--- src/siph_pkg.sv ---
// ----------------------------------------------------------------------------
// siph_pkg
// Types, constants and round functions shared by the keyed SipHash-2-4 block.
// ----------------------------------------------------------------------------
package siph_pkg;

    localparam int unsigned SHORT_ID_BYTES = 6;

    localparam logic [63:0] INIT_C0   = 64'h736f6d6570736575;
    localparam logic [63:0] INIT_C1   = 64'h646f72616e646f6d;
    localparam logic [63:0] INIT_C2   = 64'h6c7967656e657261;
    localparam logic [63:0] INIT_C3   = 64'h7465646279746573;
    localparam logic [63:0] FINAL_XOR = 64'h00000000000000ff;

    localparam logic [63:0] SHORT_MASK = (SHORT_ID_BYTES >= 8) ? {64{1'b1}} :
        ((64'd1 << (8 * SHORT_ID_BYTES)) - 64'd1);

    // configuration register indexes
    localparam int unsigned CFG_IDX_W = 1;
    localparam logic [CFG_IDX_W-1:0] REG_KEY_LOW  = 1'b0;
    localparam logic [CFG_IDX_W-1:0] REG_KEY_HIGH = 1'b1;

    localparam int unsigned QUEUE_DEPTH = 4;
    localparam int unsigned QPTR_W      = $clog2(QUEUE_DEPTH);
    localparam int unsigned QCNT_W      = QPTR_W + 1;

    typedef struct packed {
        logic [63:0] msg_word;
        logic [3:0]  word_bytes;
        logic        last_word;
    } t_in;

    typedef struct packed {
        logic [63:0] hash_value;
        logic [47:0] tag_id;
    } t_out;

    typedef enum logic [1:0] {
        KIND_MID,
        KIND_FULL,
        KIND_PART
    } t_kind;

    // classified word as it sits in the queue
    typedef struct packed {
        logic [63:0] word;
        logic [3:0]  nbytes;
        t_kind       kind;
    } t_entry;

    typedef struct packed {
        logic [63:0] v0;
        logic [63:0] v1;
        logic [63:0] v2;
        logic [63:0] v3;
    } t_lanes;

    typedef struct packed {
        t_lanes      lanes;
        logic [63:0] block;
    } t_fin_item;

    typedef struct packed {
        logic s1_busy;
        logic s2_busy;
        logic s3_busy;
    } t_fin_stat;

    function automatic logic [63:0] rotl(input logic [63:0] x, input int unsigned s);
        return (x << s) | (x >> (64 - s));
    endfunction

    function automatic t_lanes sip_round(input t_lanes l);
        t_lanes r;
        r = l;
        r.v0 = r.v0 + r.v1;
        r.v1 = rotl(r.v1, 13) ^ r.v0;
        r.v0 = rotl(r.v0, 32);
        r.v2 = r.v2 + r.v3;
        r.v3 = rotl(r.v3, 16) ^ r.v2;
        r.v0 = r.v0 + r.v3;
        r.v3 = rotl(r.v3, 21) ^ r.v0;
        r.v2 = r.v2 + r.v1;
        r.v1 = rotl(r.v1, 17) ^ r.v2;
        r.v2 = rotl(r.v2, 32);
        return r;
    endfunction

    function automatic t_lanes sip_round2(input t_lanes l);
        return sip_round(sip_round(l));
    endfunction

    function automatic t_lanes compress(input t_lanes l, input logic [63:0] m);
        t_lanes r;
        r = l;
        r.v3 = r.v3 ^ m;
        r = sip_round2(r);
        r.v0 = r.v0 ^ m;
        return r;
    endfunction

    function automatic t_lanes load_lanes(input logic [63:0] klo, input logic [63:0] khi);
        t_lanes r;
        r.v0 = INIT_C0 ^ klo;
        r.v1 = INIT_C1 ^ khi;
        r.v2 = INIT_C2 ^ klo;
        r.v3 = INIT_C3 ^ khi;
        return r;
    endfunction

endpackage

--- src/siph_front.sv ---
// ----------------------------------------------------------------------------
// siph_front
// Classifies an incoming word: middle word, full last word or partial last
// word, and zeroes the bytes of a partial last word above its count.
// ----------------------------------------------------------------------------
module siph_front (
    input  siph_pkg::t_in    i_in,
    output siph_pkg::t_entry o_entry
);
    import siph_pkg::*;

    logic [3:0]  cnt;
    logic [63:0] masked;

    always_comb begin
        // clamp oversized counts to a full word
        cnt = (i_in.word_bytes > 4'd8) ? 4'd8 : i_in.word_bytes;
        for (int b = 0; b < 8; b++) begin
            masked[b*8 +: 8] = (4'(b) < cnt) ? i_in.msg_word[b*8 +: 8] : 8'd0;
        end
        o_entry.word   = i_in.msg_word;
        o_entry.nbytes = cnt;
        if (!i_in.last_word) begin
            o_entry.kind = KIND_MID;
        end else if (cnt == 4'd8) begin
            o_entry.kind = KIND_FULL;
        end else begin
            o_entry.kind = KIND_PART;
            o_entry.word = masked;
        end
    end

endmodule

--- config.mk ---
export PLATFORM = sky130hd
export DESIGN_NAME = siph_front
export DESIGN_NICKNAME = d
export VERILOG_FILES = /design/src/siph_pkg.sv /design/src/siph_front.sv
export SDC_FILE = /design/constraint.sdc
export NUM_CORES = 1
export LEC_CHECK = 0
export ABC_AREA = 1
export BUFFER_PORTS_ARGS = -buffer_cell sky130_fd_sc_hd__buf_2
export CORE_ASPECT_RATIO = 0.75
export CORE_UTILIZATION = 23
export DETAILED_ROUTE_END_ITERATION = 6
export GPL_ROUTABILITY_DRIVEN = 1
export GPL_TIMING_DRIVEN = 0
export PLACE_DENSITY = 0.89
export SLEW_MARGIN = 30
export SYNTH_ARGS = -nofsm -noshare
export SYNTH_HDL_FRONTEND = slang
export SYNTH_SLANG_ARGS = --single-unit
--- constraint.sdc ---
create_clock -name vclk -period 0.8
set_input_delay 0.16 -clock vclk [all_inputs]
set_output_delay 0.16 -clock vclk [all_outputs]
set_load 0.02 [all_outputs]
==> impl_metrics.json <==
{
  "status": "finished with violations",
  "violations": "negative setup slack",
  "fin_tns_setup_ns": -16.70,
  "cp-end-kind": "output port",
  "synth_common_cells": "inv_1 (70), nor2_1 (67), nand2_1 (4), nor2_4 (4), inv_2 (3)",
  "synth_fp_nets": 226,
  "rsz0062_at_grt": "yes",
  "multi_input_area_um2": 764,
  "worst_path_max_delay_cell": "buf_12",
  "syn_area_um2": 684,
  "crit_chain": "buf_12 > nor2_4 > nand2_4 > nor2_4 > buf_12 > nor2_2 > buf_6",
  "placed_area_um2": 1590,
  "timing.max_cap.violations": 0,
  "leakagePower_nw": 1.40,
  "yosysSeqAreaShare_pct": 0,
  "finalSetupViolations": 66,
  "die_width_um": 65.0,
  "worst_slack_ns": -0.310,
  "hold_slack_ns": 0.623,
  "yosysTopAreaCell": "inv_1",
  "vias": 1432,
  "worstPathRequired_ns": 0.64,
  "slew_headroom_pct": 86.5,
  "clkbuf_count": 0,
  "antenna-diode-count": 0,
  "antenna_found_initial": 0,
  "seq_cells": 0,
  "critPathKind": "in2out",
  "grt_pass1_vias": 1318,
  "grt_pass1_wl_um": 5550,
  "wl_um": 3750,
  "placedCellCount": 332,
  "final_core_utilization_pct": 86.9,
  "wl_per_cell_um": 10.9,
  "p_per_area_nw_per_um2": 665,
  "num_rows": 16,
  "synth_area_leaders": "inv_1 (38%), nor2_1 (37%), nor2_4 (6.6%)",
  "cts_hold_buffers": 0,
  "finalMaxSlewViolations": 0,
  "peakVddDrop_mv": 0.406,
  "worst_slew_pin_slew_ns": 0.203,
  "clock.fmax_mhz": 901,
  "synth_top_area_share_pct": 38.4,
  "worstPathArrival_ns": 0.95,
  "yosysWarnings": 0,
  "finalNonFillerCells": 343,
  "fillers": 155,
  "grt_start_max_net_pins": 10,
  "dieArea_um2": 3200,
  "fin_crit_ns": 1.11,
  "yosysMostFrequentCell": "inv_1",
  "viasPerCell": 4.17,
  "start_util_pct": 25.1,
  "hp-class": "in2out",
  "ioPinCount": 139,
  "core_um2": 2720,
  "start_kind": "primary input",
  "drtAntennaViolNets": 0,
  "first_pass_iters": 4,
  "max_stage_delay_ns": 0.15,
  "io_buffer_count": 139,
  "routabilityCongestion": 0.681,
  "nets": 378,
  "track_usage_pct": 20.9,
  "finalHoldViolCount": 0,
  "die_height_um": 49.2,
  "register_area_um2": 0,
  "crit_path_max_fanout": 8,
  "fin_crit_sh_pct": 139,
  "drc": 0,
  "syn_to_final_growth_pct": 246,
  "synth.distinct_cells": 13,
  "synth.avg_cell_area_um2": 4.36,
  "grt_overflow": 0,
  "drive_gt1_share_pct": 75.2,
  "final_area_um2": 2370,
  "drt_iter0_markers": 16,
  "detailed_place_hpwl_um": 2340,
  "syn_inst": 157
}
-- layout make-up --
type,count,area share (%)
Inverter,73,12.3
Tap cell,36,1.90
Timing Repair Buffer,150,52.9
Multi-Input combinational cell,82,32.3
Buffer,2,0.634
-- power by group --
part	switching (mW)	internal (mW)	total [mW]
logic	0.810	0.763	1.57
registers	0	0	0
clock network	0	0	0
total	0.810	0.763	1.57
-- worst paths after layout --
check / from / end / slack, ns / depth (start not counted)
min: i_in[24] / o_entry[25] / 0.62 / 4
max: i_in[4] / o_entry[24] / -0.31 / 7
-- metal layers --
layer  GRT usage, %  vias up  routed length, µm
met1           22.4      654               1250
li1               -      706                  -
met5              0        -                  0
met4              0        0                 12
met2           45.1       70               2240
met3           1.40        2                240
-- per-stage QoR --
step                setup WS [ns]  power, mW
global route               -0.335       1.66
detailed placement         -0.457       1.06
global placement           -0.453       1.05
CTS                        -0.298       1.45
finish                     -0.310       1.57
floorplan                 -0.0941      0.645
-- logic make-up (layout without fill, tap and decap cells) --
group	after synthesis	count (layout)	share of synthesized area (%)
and+or+nand+nor	80	80	54.7
AOI/OAI and AO/OA	2	2	3.11
buffers and inverters	75	225	42.2
-- placed cells by master, fill, tap and decap left out, types with 2 or more instances in the layout --
cell type / instances
buf_2: 79
inv_1: 65
buf_6: 57
nor2_4: 40
nor2_2: 22
nor2_1: 9
buf_12: 9
buf_4: 6
inv_2: 4
nand2_4: 3
inv_4: 2
nand2_8: 2
-- timing repair --
| item | in CTS | in global routing |
|---|---|---|
| resized for setup | 143 | 38 |
| pin swaps | 15 | 11 |
| endpoints found under the setup margin | 69 | 68 |
| gates cloned | 0 | 0 |
| setup buffers | 10 | 1 |
-- worst max-delay path, delay by kind of cell --
| kind | cells | cell delay, ns |
|---|---|---|
| buffers and inverters | 3 | 0.38 |
| and+or+nand+nor | 4 | 0.40 |
(Power assumes the default switching activity.)
