--- src/siph_pkg.sv ---
// ----------------------------------------------------------------------------
// siph_pkg
// Types, constants and round functions shared by the keyed SipHash-2-4 block.
// ----------------------------------------------------------------------------
package siph_pkg;

    localparam int unsigned SHORT_ID_BYTES = 6;

    localparam logic [63:0] INIT_C0   = 64'h736f6d6570736575;
    localparam logic [63:0] INIT_C1   = 64'h646f72616e646f6d;
    localparam logic [63:0] INIT_C2   = 64'h6c7967656e657261;
    localparam logic [63:0] INIT_C3   = 64'h7465646279746573;
    localparam logic [63:0] FINAL_XOR = 64'h00000000000000ff;

    localparam logic [63:0] SHORT_MASK = (SHORT_ID_BYTES >= 8) ? {64{1'b1}} :
        ((64'd1 << (8 * SHORT_ID_BYTES)) - 64'd1);

    // configuration register indexes
    localparam int unsigned CFG_IDX_W = 1;
    localparam logic [CFG_IDX_W-1:0] REG_KEY_LOW  = 1'b0;
    localparam logic [CFG_IDX_W-1:0] REG_KEY_HIGH = 1'b1;

    localparam int unsigned QUEUE_DEPTH = 4;
    localparam int unsigned QPTR_W      = $clog2(QUEUE_DEPTH);
    localparam int unsigned QCNT_W      = QPTR_W + 1;

    typedef struct packed {
        logic [63:0] msg_word;
        logic [3:0]  word_bytes;
        logic        last_word;
    } t_in;

    typedef struct packed {
        logic [63:0] hash_value;
        logic [47:0] tag_id;
    } t_out;

    typedef enum logic [1:0] {
        KIND_MID,
        KIND_FULL,
        KIND_PART
    } t_kind;

    // classified word as it sits in the queue
    typedef struct packed {
        logic [63:0] word;
        logic [3:0]  nbytes;
        t_kind       kind;
    } t_entry;

    typedef struct packed {
        logic [63:0] v0;
        logic [63:0] v1;
        logic [63:0] v2;
        logic [63:0] v3;
    } t_lanes;

    typedef struct packed {
        t_lanes      lanes;
        logic [63:0] block;
    } t_fin_item;

    typedef struct packed {
        logic s1_busy;
        logic s2_busy;
        logic s3_busy;
    } t_fin_stat;

    function automatic logic [63:0] rotl(input logic [63:0] x, input int unsigned s);
        return (x << s) | (x >> (64 - s));
    endfunction

    function automatic t_lanes sip_round(input t_lanes l);
        t_lanes r;
        r = l;
        r.v0 = r.v0 + r.v1;
        r.v1 = rotl(r.v1, 13) ^ r.v0;
        r.v0 = rotl(r.v0, 32);
        r.v2 = r.v2 + r.v3;
        r.v3 = rotl(r.v3, 16) ^ r.v2;
        r.v0 = r.v0 + r.v3;
        r.v3 = rotl(r.v3, 21) ^ r.v0;
        r.v2 = r.v2 + r.v1;
        r.v1 = rotl(r.v1, 17) ^ r.v2;
        r.v2 = rotl(r.v2, 32);
        return r;
    endfunction

    function automatic t_lanes sip_round2(input t_lanes l);
        return sip_round(sip_round(l));
    endfunction

    function automatic t_lanes compress(input t_lanes l, input logic [63:0] m);
        t_lanes r;
        r = l;
        r.v3 = r.v3 ^ m;
        r = sip_round2(r);
        r.v0 = r.v0 ^ m;
        return r;
    endfunction

    function automatic t_lanes load_lanes(input logic [63:0] klo, input logic [63:0] khi);
        t_lanes r;
        r.v0 = INIT_C0 ^ klo;
        r.v1 = INIT_C1 ^ khi;
        r.v2 = INIT_C2 ^ klo;
        r.v3 = INIT_C3 ^ khi;
        return r;
    endfunction

endpackage

--- src/siph_queue.sv ---
// ----------------------------------------------------------------------------
// siph_queue
// Short register queue between the classifier and the compression core.
// ----------------------------------------------------------------------------
module siph_queue (
    input  logic             i_clk,
    input  logic             i_rst_n,
    input  logic             i_push,
    input  siph_pkg::t_entry i_entry,
    output logic             o_full,
    input  logic             i_pop,
    output logic             o_valid,
    output siph_pkg::t_entry o_head
);
    import siph_pkg::*;

    t_entry              r_mem [QUEUE_DEPTH];
    logic [QPTR_W-1:0]   r_wr;
    logic [QPTR_W-1:0]   r_rd;
    logic [QCNT_W-1:0]   r_count;
    logic [QCNT_W-1:0]   n_count;
    logic                do_push;
    logic                do_pop;

    assign o_full  = (r_count == QCNT_W'(QUEUE_DEPTH));
    assign o_valid = (r_count != '0);
    assign o_head  = r_mem[r_rd];
    assign do_push = i_push && !o_full;
    assign do_pop  = i_pop && o_valid;

    always_comb begin
        n_count = r_count;
        if (do_push && !do_pop) begin
            n_count = r_count + 1'b1;
        end else if (do_pop && !do_push) begin
            n_count = r_count - 1'b1;
        end
    end

    always_ff @(posedge i_clk) begin
        if (!i_rst_n) begin
            r_wr    <= '0;
            r_rd    <= '0;
            r_count <= '0;
        end else begin
            r_count <= n_count;
            if (do_push) begin
                r_wr <= r_wr + 1'b1;
            end
            if (do_pop) begin
                r_rd <= r_rd + 1'b1;
            end
        end
    end

    always_ff @(posedge i_clk) begin
        if (do_push) begin
            r_mem[r_wr] <= i_entry;
        end
    end

endmodule

--- config.mk ---
export PLATFORM = sky130hd
export DESIGN_NAME = siph_queue
export DESIGN_NICKNAME = d
export VERILOG_FILES = /design/src/siph_pkg.sv /design/src/siph_queue.sv
export SDC_FILE = /design/constraint.sdc
export NUM_CORES = 1
export LEC_CHECK = 0
export BUFFER_PORTS_ARGS = -buffer_cell sky130_fd_sc_hd__buf_2
export CORE_ASPECT_RATIO = 1.4
export CORE_MARGIN = 2
export CORE_UTILIZATION = 45
export CTS_CLUSTER_SIZE = 8
export DETAILED_ROUTE_END_ITERATION = 7
export GPL_ROUTABILITY_DRIVEN = 0
export GPL_TIMING_DRIVEN = 0
export PLACE_DENSITY = 0.63
export SKIP_CTS_REPAIR_TIMING = 1
export SLEW_MARGIN = 5
export SYNTH_ARGS = -nofsm -noshare
export SYNTH_HDL_FRONTEND = slang
export SYNTH_SLANG_ARGS = --single-unit
--- constraint.sdc ---
create_clock -name i_clk -period 7.75 [get_ports i_clk]
set_input_delay 1.9375 -clock i_clk [delete_from_list [all_inputs] [get_ports i_clk]]
set_output_delay 1.9375 -clock i_clk [all_outputs]
set_load 0.05 [all_outputs]
==> reports/summary.json <==
{
  "max_clock_buf_depth": 3,
  "synthesis.instances": 414,
  "timing_worst_slew_pin_value_ps": 509.2,
  "starting_density_pct": 45.77,
  "syn_area_sq_um": 10660,
  "post-synth-top-area-cell": "edfxtp_1",
  "synth_edf_count": 280,
  "power_density_nw_per_um2": 392.7,
  "synth-compound-area-share_pct": 0.3169,
  "coreArea_sq_um": 23290,
  "finalSetupViolCount": 0,
  "layout_common_cells": "280 x edfxtp_1, 152 x buf_2, 70 x mux4_2, 42 x clkbuf_16, 18 x clkbuf_1",
  "mostFrequentLayoutCell": "edfxtp_1",
  "detailroute.via_count": 4810,
  "finalWorstPathRequiredPeriod_ps": 4184,
  "wire_length_of_the_first_global_routing_pass_um": 28880,
  "synth.yosys.warnings": 0,
  "routed_wire_length_um": 19260,
  "hp-class": "reg -> reg",
  "cts.sinks": 289,
  "cp-start-kind": "flop",
  "worst-endpoint-required_ps": 5810,
  "count_of_standard_cell_rows": 66,
  "post_route_core_utilization_pct": 56.10,
  "finalHoldViolations": 0,
  "setup_total_negative_slack_ps": 0,
  "cts-buffers-inserted": 42,
  "port_buffers": 144,
  "post_synth_num_cell_types": 23,
  "rsz0062_at_grt": "false",
  "post_detailed_placement_half_perimeter_wirelength_um": 11800,
  "synth_top_family_by_area": "multiplexers",
  "clock_skew_ps": 23.56,
  "ys_async_sr_fraction_pct": 0,
  "grt_antenna_before_repair": 3,
  "io_pins": 146,
  "die-height_um": 186.1,
  "design.die.area_sq_um": 24950,
  "yosysSeqAreaShare_pct": 80.57,
  "synth.net_count": 494,
  "timing.slew.headroom_pct": 66.06,
  "routedWlPerCell_um": 20.66,
  "drt_pre_antenna_iters": 7,
  "clock.fmax_mhz": 239.0,
  "worst_hold_startpoint": "r_wr[1]",
  "ctsRootBufferMaster": "clkbuf_16",
  "dieWidth_um": 134.1,
  "yosys-mux-area-fraction_pct": 15.07,
  "yosysTopAreaCellShare_pct": 78.88,
  "synth_seq_cells": 289,
  "timing.rr.start": "r_count[0]",
  "drc": 0,
  "layout-area-overhead-vs-synth_pct": 22.57,
  "drtAntennaViolNets": 0,
  "cts-htree-levels": 2,
  "outcome": "complete, no violations",
  "worst_setup_path_end_kind": "output port",
  "vdd_drop_max_v": 0.0002447,
  "syn_avg_cell_area_sq_um": 25.75,
  "critical_path_arrival_ps": 2250,
  "synth_adder_area_share_pct": 0.7747,
  "tritoncts": "done",
  "largest_net_degree_at_the_start_of_global_routing": 43,
  "cts.reportedPaths.clkPinSlew_ps": 50,
  "post_synth_main_area_contributors": "edfxtp_1 79%, mux4_2 15%, dfxtp_1 1.7%",
  "fin_crit_sh_pct": 53.99,
  "synth_top_flop_cell": "edfxtp_1",
  "number_of_global_route_vias_before_repair": 5295,
  "drt_iter0_markers": 238,
  "total_leakage_power_nw": 4.442,
  "critical_path_class": "reg -> out",
  "max_cap_violations": 0,
  "finalHoldWorstSlack_ps": 511.0,
  "gr-total-overflow": 0,
  "total_routing_usage_gr_pct": 15.56,
  "timing_max_transition_violations_final": 0,
  "clkLatencyLatePin_ps": 530,
  "fraction_of_layout_instances_using_a_drive_strength_above_1_pct": 45.76,
  "cp_max_fo": 10,
  "synth-xor-area-share_pct": 0.3287,
  "detailed_route_vias_per_instance": 5.161,
  "synth-simple-area-share_pct": 0.9626,
  "fin_nets": 686
}
[layer usage]
metal  vias to the layer above  track usage, %  part of all wire (%)
met2                       136           28.10                    55
li1                       2152               -                     -
met5                         -               0                  0.14
met1                      2479           18.01                    37
met4                         4           6.147                   2.6
met3                        39           3.622                   4.7
[layout make-up]
cell class              instances  area [sq um]
well taps                     306         382.9
fillers                      1817         10220
clock inverters                 4         65.06
multi-input cells             104          1871
inverters                       3         11.26
repair buffers                148         830.8
flip-flops and latches        289          8588
diodes                          1         2.502
clock buffers                  59          1115
plain buffers                  18         198.9
[state kept, by name, summed over array words and instances (netlist names), named ones only]
register / flops
r_rd: 2
r_count: 3
r_mem: 280
r_wr: 2
[through the flow]
| step | std cells | power (W) | setup slack [ps] | instance area [sq um] |
|---|---|---|---|---|
| 5_1_grt | 932 | 0.005334 | 3441 | 13070 |
| 2_1_floorplan | 414 | 0.003222 | 3445 | 10660 |
| 4_1_cts | 931 | 0.005212 | 3475 | 13060 |
| 6_report | 932 | 0.005131 | 3566 | 13070 |
| 3_3_place_gp | 864 | 0.003557 | 1989 | 11760 |
| 3_5_place_dp | 868 | 0.003588 | 4056 | 11880 |
[critical path, cell delays in order, from the launching register on]
cell     delay (ps)
dfxtp_1         300
buf_1           400
buf_2           390
mux4_2          390
buf_2           230
[report_power, final]
| group | leakage [nW] | internal (W) | switching, W |
|---|---|---|---|
| registers | 2.64 | 0.00190 | 0.0000447 |
| logic | 1.23 | 0.000527 | 0.00105 |
| clock network | 0.568 | 0.000994 | 0.000610 |
[synth_stat cells, types with 2 or more instances]
| library cell | number |
|---|---|
| buf_12 | 7 |
| mux2i_1 | 3 |
| inv_1 | 3 |
| edfxtp_1 | 280 |
| nand2_1 | 4 |
| or3_1 | 2 |
| and2_1 | 8 |
| dfxtp_1 | 9 |
| xnor2_1 | 3 |
| ha_1 | 5 |
| buf_2 | 8 |
| mux4_2 | 70 |
| nor2b_1 | 2 |
[path summary, 6_finish.rpt]
path / to / slack [ps] / depth (start not counted)
worst min-delay path: r_wr[1] / 510 / 2
worst max-delay path: o_head[64] / 3570 / 4
worst max register to register: r_count[2] / 5520 / 9
worst min register to register: r_wr[1] / 510 / 2
[cell families (layout without fill, tap and decap cells)]
| kind of cell | count (synthesis) | after routing |
|---|---|---|
| flip-flops | 289 | 289 |
| adder cells (fa/ha/maj) | 6 | 6 |
| buffers and inverters | 21 | 232 |
| AO/OA/AOI/OAI | 4 | 4 |
| multiplexers | 73 | 73 |
| AND/OR/NAND/NOR | 17 | 17 |
| XOR/XNOR | 4 | 4 |
| other | 0 | 1 |
Note: power is estimated with default switching activity, not from simulation.
